===== config.mk =====
export PLATFORM = sky130hd
export DESIGN_NAME = pomodoro_phase_timer
export DESIGN_NICKNAME = d
export VERILOG_FILES = /design/src/hw/rtl/pptmr_pkg.sv /design/src/hw/rtl/pptmr_cfg.sv /design/src/hw/rtl/pomodoro_phase_timer.sv
export SDC_FILE = /design/constraint.sdc
export NUM_CORES = 1
export LEC_CHECK = 0
export ABC_AREA = 1
export BUFFER_PORTS_ARGS = -buffer_cell sky130_fd_sc_hd__buf_2
export CORE_MARGIN = 3
export CORE_UTILIZATION = 54
export CTS_CLUSTER_SIZE = 24
export DETAILED_ROUTE_END_ITERATION = 6
export PLACE_DENSITY = 0.81
export SLEW_MARGIN = 25
export SYNTH_ARGS = -nofsm -noshare
export SYNTH_HDL_FRONTEND = slang
export SYNTH_SLANG_ARGS = --single-unit

===== constraint.sdc =====
create_clock -name clk -period 2.6 [get_ports clk]
set_input_delay 0.39 -clock clk [delete_from_list [all_inputs] [get_ports clk]]
set_output_delay 0.39 -clock clk [all_outputs]
set_load 0.02 [all_outputs]

===== src/hw/rtl/pptmr_pkg.sv =====
// pptmr_pkg: shared types, constants and helpers for the phase timer
// used by pptmr_cfg and pomodoro_phase_timer; no dependencies
package pptmr_pkg;

  localparam int TIME_BITS = 16;
  localparam int CLIP_W    = (TIME_BITS > 16) ? TIME_BITS : 16;
  localparam int OUT16_MAX = 65535;

  localparam int ADDR_W = 5;
  localparam int DATA_W = 32;

  typedef logic [TIME_BITS-1:0] time_t;

  typedef enum logic [2:0] {
    REG_WORK_MIN  = 3'd0,
    REG_SHORT_MIN = 3'd1,
    REG_LONG_MIN  = 3'd2,
    REG_LONG_AFT  = 3'd3,
    REG_LOCAL     = 3'd4
  } reg_idx_t;

  localparam logic [7:0] WORK_MIN_RST  = 8'd25;
  localparam logic [7:0] SHORT_MIN_RST = 8'd5;
  localparam logic [7:0] LONG_MIN_RST  = 8'd15;
  localparam logic [3:0] LONG_AFT_RST  = 4'd4;
  localparam logic       LOCAL_RST     = 1'b1;

  typedef struct packed {
    logic [7:0] work_min;
    logic [7:0] short_min;
    logic [7:0] long_min;
    logic [3:0] long_after;
    logic       local_mode;
  } cfg_t;

  // minutes to seconds: m*64 - m*4
  function automatic time_t min_to_sec(input logic [7:0] mins);
    logic [13:0] m;
    m = 14'(mins);
    return time_t'((m << 6) - (m << 2));
  endfunction

  function automatic logic [15:0] clip16(input time_t v);
    logic [CLIP_W-1:0] wv;
    wv = CLIP_W'(v);
    return (wv > CLIP_W'(OUT16_MAX)) ? 16'hFFFF : wv[15:0];
  endfunction

endpackage


===== src/hw/rtl/pptmr_cfg.sv =====
// pptmr_cfg: apb-style configuration registers of the phase timer
// depends on pptmr_pkg
module pptmr_cfg (
  input  logic                           clk,
  input  logic                           rst_n,
  input  logic                           psel,
  input  logic                           penable,
  input  logic                           pwrite,
  input  logic [pptmr_pkg::ADDR_W-1:0]   paddr,
  input  logic [pptmr_pkg::DATA_W-1:0]   pwdata,
  output logic [pptmr_pkg::DATA_W-1:0]   prdata,
  output logic                           pready,
  output pptmr_pkg::cfg_t                cfg
);
  import pptmr_pkg::*;

  cfg_t       cfg_r;
  cfg_t       cfg_nxt;
  logic       wr_en;
  logic [2:0] idx;

  assign pready = 1'b1;
  assign wr_en  = psel && penable && pwrite;
  assign idx    = paddr[4:2];
  assign cfg    = cfg_r;

  always_comb begin
    cfg_nxt = cfg_r;
    if (wr_en) begin
      case (idx)
        REG_WORK_MIN:  if (pwdata[7:0] != 8'd0) cfg_nxt.work_min = pwdata[7:0];
        REG_SHORT_MIN: if (pwdata[7:0] != 8'd0) cfg_nxt.short_min = pwdata[7:0];
        REG_LONG_MIN:  if (pwdata[7:0] != 8'd0) cfg_nxt.long_min = pwdata[7:0];
        REG_LONG_AFT:  if (pwdata[3:0] != 4'd0) cfg_nxt.long_after = pwdata[3:0];
        REG_LOCAL:     cfg_nxt.local_mode = pwdata[0];
        default: ;
      endcase
    end
  end

  always_comb begin
    case (idx)
      REG_WORK_MIN:  prdata = DATA_W'(cfg_r.work_min);
      REG_SHORT_MIN: prdata = DATA_W'(cfg_r.short_min);
      REG_LONG_MIN:  prdata = DATA_W'(cfg_r.long_min);
      REG_LONG_AFT:  prdata = DATA_W'(cfg_r.long_after);
      REG_LOCAL:     prdata = DATA_W'(cfg_r.local_mode);
      default:       prdata = '0;
    endcase
  end

  always_ff @(posedge clk) begin
    if (!rst_n) begin
      cfg_r.work_min   <= WORK_MIN_RST;
      cfg_r.short_min  <= SHORT_MIN_RST;
      cfg_r.long_min   <= LONG_MIN_RST;
      cfg_r.long_after <= LONG_AFT_RST;
      cfg_r.local_mode <= LOCAL_RST;
    end else begin
      cfg_r <= cfg_nxt;
    end
  end

endmodule


===== src/hw/rtl/pomodoro_phase_timer.sv =====
// pomodoro_phase_timer: top level of the work/break countdown sequencer
// depends on pptmr_pkg and pptmr_cfg
//
// usage: each input word is one event (tick, toggle, skip, reset, extend)
// on in_valid/in_ready; each event yields exactly one result word on
// out_valid/out_ready with the run state, phase, remaining seconds, work
// count and a completion report. phase lengths and cadence are set through
// the apb-style port (psel/penable/pwrite/paddr/pwdata/prdata/pready).
// an accepted event passes the input register, then one pass of update
// logic into the result register, which also holds the timer state update;
// out_valid rises when the result register loads. throughput: one event per
// cycle while out_ready stays high, set by the single state update path.
// when the receiver stalls the result register holds, the input register
// fills, and in_ready drops only when both are full.
// reset (rst_n, synchronous) loads register defaults, stops the timer in
// the work phase at 1500 seconds and clears the work count.
module pomodoro_phase_timer (
  input  logic                           clk,
  input  logic                           rst_n,
  input  logic                           in_valid,
  output logic                           in_ready,
  input  logic [2:0]                     in_req_type,
  input  logic [15:0]                    in_extend_seconds,
  output logic                           out_valid,
  input  logic                           out_ready,
  output logic [1:0]                     out_run_state,
  output logic [1:0]                     out_phase_now,
  output logic [15:0]                    out_seconds_shown,
  output logic [15:0]                    out_work_done_count,
  output logic                           out_phase_finished,
  output logic [1:0]                     out_finished_phase,
  output logic [15:0]                    out_finished_seconds,
  output logic                           out_finished_was_work,
  input  logic                           psel,
  input  logic                           penable,
  input  logic                           pwrite,
  input  logic [pptmr_pkg::ADDR_W-1:0]   paddr,
  input  logic [pptmr_pkg::DATA_W-1:0]   pwdata,
  output logic [pptmr_pkg::DATA_W-1:0]   prdata,
  output logic                           pready
);
  import pptmr_pkg::*;

  typedef enum logic [1:0] {
    RUN_STOPPED = 2'd0,
    RUN_RUNNING = 2'd1,
    RUN_PAUSED  = 2'd2
  } run_t;

  typedef enum logic [1:0] {
    PH_WORK  = 2'd0,
    PH_SHORT = 2'd1,
    PH_LONG  = 2'd2
  } phase_t;

  typedef enum logic [2:0] {
    REQ_TICK   = 3'd0,
    REQ_TOGGLE = 3'd1,
    REQ_SKIP   = 3'd2,
    REQ_RESET  = 3'd3,
    REQ_EXTEND = 3'd4
  } req_t;

  cfg_t cfg;

  pptmr_cfg u_cfg (
    .clk     (clk),
    .rst_n   (rst_n),
    .psel    (psel),
    .penable (penable),
    .pwrite  (pwrite),
    .paddr   (paddr),
    .pwdata  (pwdata),
    .prdata  (prdata),
    .pready  (pready),
    .cfg     (cfg)
  );

  // input register
  logic        s1_valid_r;
  logic [2:0]  s1_req_r;
  logic [15:0] s1_ext_r;
  logic        advance;

  // timer state
  run_t        run_r, run_nxt;
  phase_t      phase_r, phase_nxt;
  time_t       left_r, left_nxt;
  time_t       len_r, len_nxt;
  logic [15:0] count_r, count_nxt;
  logic [3:0]  pos_r, pos_nxt;

  // result register
  logic        out_valid_r;
  logic [1:0]  fin_phase_r, fin_phase_nxt;
  logic [15:0] fin_secs_r, fin_secs_nxt;
  logic        fin_r, fin_nxt;
  logic        fin_work_r, fin_work_nxt;

  assign advance  = s1_valid_r && (!out_valid_r || out_ready);
  assign in_ready = !s1_valid_r || advance;

  // update logic
  time_t               left_dec;
  time_t               cur_len;
  time_t               skip_len;
  logic [3:0]          pos_inc;
  logic [15:0]         ext_eff;
  logic [TIME_BITS:0]  len_sum;
  logic [TIME_BITS:0]  left_sum;
  phase_t              done_next;

  always_comb begin
    left_dec  = left_r - time_t'(left_r != '0);
    pos_inc   = pos_r + 4'd1;
    ext_eff   = (s1_ext_r == 16'd0) ? 16'd1 : s1_ext_r;
    len_sum   = (TIME_BITS+1)'(len_r) + (TIME_BITS+1)'(ext_eff);
    left_sum  = (TIME_BITS+1)'(left_r) + (TIME_BITS+1)'(ext_eff);
    case (phase_r)
      PH_SHORT: cur_len = min_to_sec(cfg.short_min);
      PH_LONG:  cur_len = min_to_sec(cfg.long_min);
      default:  cur_len = min_to_sec(cfg.work_min);
    endcase
    skip_len = (phase_r == PH_WORK) ? min_to_sec(cfg.short_min) : min_to_sec(cfg.work_min);
    if (phase_r != PH_WORK) begin
      done_next = PH_WORK;
    end else if (pos_inc >= cfg.long_after) begin
      done_next = PH_LONG;
    end else begin
      done_next = PH_SHORT;
    end

    run_nxt       = run_r;
    phase_nxt     = phase_r;
    left_nxt      = left_r;
    len_nxt       = len_r;
    count_nxt     = count_r;
    pos_nxt       = pos_r;
    fin_nxt       = 1'b0;
    fin_phase_nxt = 2'd0;
    fin_secs_nxt  = 16'd0;
    fin_work_nxt  = 1'b0;

    if (cfg.local_mode) begin
      case (s1_req_r)
        REQ_TICK: begin
          if (run_r == RUN_RUNNING) begin
            left_nxt = left_dec;
            if (left_dec == '0) begin
              fin_nxt       = 1'b1;
              fin_phase_nxt = phase_r;
              fin_secs_nxt  = clip16(len_r);
              fin_work_nxt  = (phase_r == PH_WORK);
              run_nxt       = RUN_STOPPED;
              phase_nxt     = done_next;
              if (phase_r == PH_WORK) begin
                count_nxt = count_r + 16'd1;
                pos_nxt   = (done_next == PH_LONG) ? 4'd0 : pos_inc;
              end
              case (done_next)
                PH_SHORT: len_nxt = min_to_sec(cfg.short_min);
                PH_LONG:  len_nxt = min_to_sec(cfg.long_min);
                default:  len_nxt = min_to_sec(cfg.work_min);
              endcase
              left_nxt = len_nxt;
            end
          end
        end
        REQ_TOGGLE: begin
          if (run_r == RUN_RUNNING) begin
            run_nxt = RUN_PAUSED;
          end else begin
            if (left_r == '0) begin
              len_nxt  = cur_len;
              left_nxt = cur_len;
            end
            run_nxt = RUN_RUNNING;
          end
        end
        REQ_SKIP: begin
          phase_nxt = (phase_r == PH_WORK) ? PH_SHORT : PH_WORK;
          len_nxt   = skip_len;
          left_nxt  = skip_len;
          run_nxt   = RUN_STOPPED;
        end
        REQ_RESET: begin
          len_nxt  = cur_len;
          left_nxt = cur_len;
          run_nxt  = RUN_STOPPED;
        end
        REQ_EXTEND: begin
          if (run_r == RUN_RUNNING) begin
            len_nxt  = len_sum[TIME_BITS] ? '1 : len_sum[TIME_BITS-1:0];
            left_nxt = left_sum[TIME_BITS] ? '1 : left_sum[TIME_BITS-1:0];
          end
        end
        default: ;
      endcase
    end
  end

  always_ff @(posedge clk) begin
    if (!rst_n) begin
      s1_valid_r  <= 1'b0;
      out_valid_r <= 1'b0;
      run_r       <= RUN_STOPPED;
      phase_r     <= PH_WORK;
      left_r      <= min_to_sec(WORK_MIN_RST);
      len_r       <= min_to_sec(WORK_MIN_RST);
      count_r     <= 16'd0;
      pos_r       <= 4'd0;
    end else begin
      if (in_valid && in_ready) begin
        s1_valid_r <= 1'b1;
        s1_req_r   <= in_req_type;
        s1_ext_r   <= in_extend_seconds;
      end else if (advance) begin
        s1_valid_r <= 1'b0;
      end
      if (advance) begin
        out_valid_r <= 1'b1;
        run_r       <= run_nxt;
        phase_r     <= phase_nxt;
        left_r      <= left_nxt;
        len_r       <= len_nxt;
        count_r     <= count_nxt;
        pos_r       <= pos_nxt;
        fin_r       <= fin_nxt;
        fin_phase_r <= fin_phase_nxt;
        fin_secs_r  <= fin_secs_nxt;
        fin_work_r  <= fin_work_nxt;
      end else if (out_ready) begin
        out_valid_r <= 1'b0;
      end
    end
  end

  assign out_valid             = out_valid_r;
  assign out_run_state         = run_r;
  assign out_phase_now         = phase_r;
  assign out_seconds_shown     = clip16(left_r);
  assign out_work_done_count   = count_r;
  assign out_phase_finished    = fin_r;
  assign out_finished_phase    = fin_phase_r;
  assign out_finished_seconds  = fin_secs_r;
  assign out_finished_was_work = fin_work_r;

endmodule

**Word level (Yosys, flattened, before mapping)**

Cells that the tools add are included.
W data, S select, Z words.

- Register bits after elaboration: 126
- Input port bits: 63
- Output and inout port bits: 91

- $add $sub $neg: 8
- Magnitude comparators: 3
- Eq/ne operators: 18
- Multiplexer cells: 35
- Reductions and logical operators: 38

Operators with widths:

| kind | number |
|---|---|
| $mux W16 | 14 |
| $pmux W16 S5 | 2 |
| $pmux W16 S2 | 2 |
| $logic_not A16 Y1 | 3 |
| $sub A14 B10 Y15 | 3 |
| $pmux W8 S5 | 1 |
| $add A16 B16 Y17 | 2 |
| $gt A16 B16 Y1 const B | 2 |
| $add A16 B1 Y16 const B | 1 |
| $reduce_bool A16 Y1 | 1 |
| $sub A16 B1 Y16 | 1 |
| $reduce_and A3 Y1 | 5 |
| $mux W2 | 7 |
| $eq A3 B2 Y1 const B | 4 |
| $ne A2 B2 Y1 const B | 5 |
| $reduce_and A5 Y1 | 2 |
| $reduce_and A8 Y1 | 1 |
| $reduce_bool A2 Y1 | 4 |
| $reduce_bool A8 Y1 | 1 |
| $reduce_and A7 Y1 | 1 |
| $eq A2 B1 Y1 const B | 3 |
| $eq A3 B1 Y1 const B | 2 |
| $eq A3 B3 Y1 const B | 2 |
| $logic_not A3 Y1 | 2 |
| other kinds (18) | 31 |

**Longest topological paths before layout**

- Word-level depth: 9
- Depth in mapped cells: 22
- Mapped depth without buffers: 21

**Cells and area by module**

From an unflattened synthesis, not the netlist that was laid out.

- Cells, all modules: 1821
- Area, all modules: 11179.5 um^2

Modules (own cells, without submodules):

| module | instances | cells each | area an instance (um^2) | sequential area each (um^2) |
|---|---|---|---|---|
| pomodoro_phase_timer | 1 | 1554 | 9375.2 | 2332.2 |
| pptmr_cfg | 1 | 267 | 1804.2 | 580.6 |

**Worst setup path after synthesis**

OpenSTA, ideal clock, no wires.

- Path kind: register -> register
- Start: register left_r[8]
- End: register count_r[5] (netlist: out_work_done_count[5])
- Library setup time: 0.143 ns
- Arrival time: 2.626 ns
- Path slack: -0.169 ns
- Cell stages (with the launch flop): 19
- Period minus slack after synthesis: 2.769 ns
- Cell sequence: dfxtp_1 > nor2_1 > nand2_1 > nor2_4 > nand4_1 > ha_1 > ha_1 > nand2_2 > nor2_2 > nor2_1 > nor2_2 > nand3_1 > nor2_2 > nand3_4 > nor2_2 > nand3b_2 > buf_6 > nand2_2 > a21oi_2

- Longest elaborated chain between the ends: 4

Ends and longest elaborated chain:

| item | RTL line | text |
|---|---|---|
| start, declared | pomodoro_phase_timer.sv:88 | `time_t left_r, left_nxt;` |
| start signal, assigned | pomodoro_phase_timer.sv:208 | `left_r <= min_to_sec(WORK_MIN_RST);` |
| start signal, assigned | pomodoro_phase_timer.sv:224 | `left_r <= left_nxt;` |
| $reduce_bool A16 Y1 | pomodoro_phase_timer.sv:114 | `left_dec = left_r - time_t'(left_r != '0);` |
| $sub A16 B1 Y16 * | pomodoro_phase_timer.sv:114 |  |
| $logic_not A16 Y1 * | pomodoro_phase_timer.sv:149 | `if (left_dec == '0) begin` |
| $reduce_and A6 Y1 (no line) * | -- |  |
| end signal, assigned | pomodoro_phase_timer.sv:226 | `count_r <= count_nxt;` |
| end, declared | pomodoro_phase_timer.sv:90 | `logic [15:0] count_r, count_nxt;` |

Every way passes the cells marked *; elsewhere a longest branch is shown, timed or not.
A chain may end at the register's enable or synchronous reset.

**Worst setup path after layout**

- Start: register left_r[10]
- End: register fin_phase_r[1] (netlist: out_finished_phase[1]) (data pin)

- Longest elaborated chain between the ends: 4

Ends and longest elaborated chain:

| item | RTL line | text |
|---|---|---|
| $reduce_bool A16 Y1 | pomodoro_phase_timer.sv:114 |  |
| $sub A16 B1 Y16 * | pomodoro_phase_timer.sv:114 |  |
| $logic_not A16 Y1 * | pomodoro_phase_timer.sv:149 |  |
| $reduce_and A4 Y1 (no line) * | -- |  |
| end signal, assigned | pomodoro_phase_timer.sv:229 | `fin_phase_r <= fin_phase_nxt;` |
| end, declared | pomodoro_phase_timer.sv:95 | `logic [1:0] fin_phase_r, fin_phase_nxt;` |

Marked as above.

==> impl_results.md <==
- Post-Route WL: around 39000 um
- Pin count of the biggest net entering global routing: 45
- Yosys reg bits: ~130
- Worst path required time: slightly below 3 ns
- Post-Syn Area: ~11000 sq um
- CTS Buffer Depth: 2
- Clock skew: about 0.007 ns
- Fin area: between 10000 and 15000 sq um
- Hold path depth: 1
- Top Family by Delay on Critical Path: simple AND/OR/NAND/NOR gates
- DIE HEIGHT: 150 um
- IO Pins: 154
- DIE WIDTH: ~150 um
- Instance count on the critical path: 18
- R2r startpoint: left_r[10]
- Initial antenna violation count: 0
- Placement Cell Area: ~13000 sq um
- Final Hold Viols: 0
- Post-DP HPWL: 29000 um
- FILL cells: 1675
- Tot Pwr: 0.00572 W
- Nets: 2079
- Slowest-stage cell, CP: dfxtp_2
- Starting Density: between 50% and 60%
- Sink Count: 126
- CP peak stage delay: around 0.33 ns
- Post-Syn Instances: 1757
- First-pass GRT wire length: roughly 60000 um
- Worst vdd ir: between 0.0004 and 0.0005 V
- Skew-Pair Late Insertion Delay: between 0.4 and 0.5 ns
- Worst reg-to-reg path cell count: 18
- First DRT Iteration DRCs: 1448
- Yosys cell types: 48
- Worst slew pin tran: between 0.8 and 0.9 ns
- CP Buf/Inv Count: 2
- Worst Hold Class: primary input to flop
- PnR worst setup slack: -0.236 ns
- Vias in the first global route: 11600
- Worst-path cell chain: nor2_4 > nand2_2 > nor2_4 > nand4_1 > ha_2 > ha_4 > nand3_2 > nor2_1 > nand2_1 > nor2_2 > nand2_1 > nor2_2 > nand4_1 > nor2_4 > nand4_1 > buf_6 > clkbuf_16 > nor2_4
- Ys Warns: 0
- CTS tree: done
- Status: finished with violations
- Setup crit end kind: flop
- Port bufs: 102
- RSZ-0062 raised after global routing: yes
- Cell mode on critical path: nor2_4
- Share of cells above drive strength 1: 26.8%
- Drt via density: ~5.6
- GP Congestion: between 1 and 1.5
- WL/cell: roughly 17 um
- Leakage Power: 6.54 nW
- Sequential share of the synthesized area: between 20% and 30%
- Gr ovfl total: 0
- WS Path Type: flop to flop
- Clock transition at path regs: roughly 0.06 ns
- First-pass DRT Iterations: 6
- Final setup vio count: 70
- Sum Neg Setup Slack: -8.14 ns
- Slew HR: 44.0%
- PD cells: 409 nW/um^2
- DRC: 0
- ANT cells: 0
- Fmax: between 300 and 400 MHz
- Hold Crit Start: in_extend_seconds[2]
- Routed via count: roughly 13000
- Max Slew Vio Count: 0
- Final Util: between 70% and 80%
- Die area: roughly 22000 sq um
- GRT Overall Usage: around 34%
- Layout area overhead: 25.6%
- Period Utilization, post-route: 109%
- Crit start category: flop
- Max Cap Viol: 0
- Failing checks: negative setup slack
- Core Box Area: 19800 sq um
- Row count: between 50 and 60
- Crit path DAT: 3.13 ns
- Worst Path Max Fanout: 5
- Critical path startpoint: left_r[10]
- Mapped Avg Cell Area: ~6.3 sq um
- Final ANT Viol Nets: 0
- Root buf cell: clkbuf_16
- H-tree depth: 4
- Num CTS Buffers: 17
- Final Critical Period: 2.84 ns
[flip-flops by register name (all words and copies together) (netlist names), 2 cells and up]
register and cells:
s1_req_r 3, out_work_done_count 16, out_phase_now 2, left_r 16, out_run_state 2, out_finished_seconds 16, len_r 16, pos_r 4
u_cfg.cfg 29, s1_ext_r 16, out_finished_phase 2
[Yosys cell counts (all sizes together)]
cell	instances	area, sq um
o211ai	16	120
a31oi	6	37.5
o21ai	105	526
nor4	8	56.3
a221o	1	10.0
o21bai	8	60.1
xnor2	20	175
and3	2	12.5
o221ai	5	43.8
nor2	220	985
edfxtp	39	1170
o21a	1	7.51
xor2	23	201
a41o	1	10.0
conb	2	7.51
o2111ai	3	26.3
a21oi	118	707
a21boi	1	7.51
clkbuf	28	105
nand3b	8	63.8
nand3	183	933
dfxtp	87	1740
and2	2	12.5
buf	48	347
inv	224	841
clkinv	2	7.51
ha	47	588
nor3	25	150
nand2	506	2080
nand4	16	100
or2	2	12.5
[timing repair]
item	4_1_cts	5_1_grt
gates cloned	2	5
buffers inserted	10	13
setup endpoints to repair	76	76
gates resized for setup	56	106
hold buffers	0	0
pin swaps	22	27
[per-stage QoR]
| stage | worst slack, ns | instances | hold WS, ns |
|---|---|---|---|
| finish | -0.236 | 2247 | 0.127 |
| floorplan | 0.00131 | 1780 | 0.443 |
| global route | -0.364 | 2247 | 0.120 |
| detailed placement | -0.389 | 2188 | 0.469 |
| CTS | -0.0983 | 2231 | 0.125 |
| global placement | -0.405 | 2188 | 0.466 |
[routing by layer]
metal,vias up,track usage (%),share of wire (%)
met4,0,11.9,3.3
met3,115,7.78,10
met2,695,53.3,46
li1,6089,-,-
met1,5791,45.6,41
met5,-,0,0
[where the power goes]
part	internal, W	leakage, nW	switching (W)
registers	0.00208	1.06	0.0000477
clock network	0.00141	0.277	0.000960
logic	0.000417	5.20	0.000804
[placed cells by master (no fill, tap or decap), types with 18 or more instances in the layout]
cell,n
nand2_1,421
inv_1,204
nor2_1,165
nand3_1,163
buf_4,126
buf_2,102
a21oi_1,84
nand2_2,75
o21ai_0,74
dfxtp_1,74
ha_1,41
edfxtp_1,39
nor2_4,32
a21oi_2,31
o21ai_1,25
conb_1,25
xor2_1,22
nor2_2,22
nor3_1,20
inv_2,20
clkbuf_16,20
nand3_2,18
[final timing paths]
| kind | to | slack [ns] |
|---|---|---|
| setup / recovery | out_finished_phase[1] | -0.24 |
| hold / removal | s1_ext_r[2] | 0.13 |
| setup reg to reg | out_finished_phase[1] | -0.24 |
| hold reg to reg | pos_r[1] | 0.49 |
[final cells by class]
cell class                      count  area, sq um  area share [%]
Multi-Input combinational cell   1353         7590            54.3
Inverter                          226          848            6.06
Clock buffer                       22          485            3.47
Clock inverter                     10         86.3           0.617
Timing Repair Buffer              245         1720            12.3
Sequential cell                   126         2930            20.9
Tap cell                          265          332            2.37
[cell families after synthesis]
group | after synthesis | share of synthesized area [%]
compound gates | 265 | 14.0
buf+inv | 302 | 11.7
xor+xnor | 43 | 3.38
simple gates | 972 | 39.5
flops | 126 | 26.1
other cells | 2 | 0.0674
fa+ha+maj | 47 | 5.28
Power figures use the tool's default switching activity.
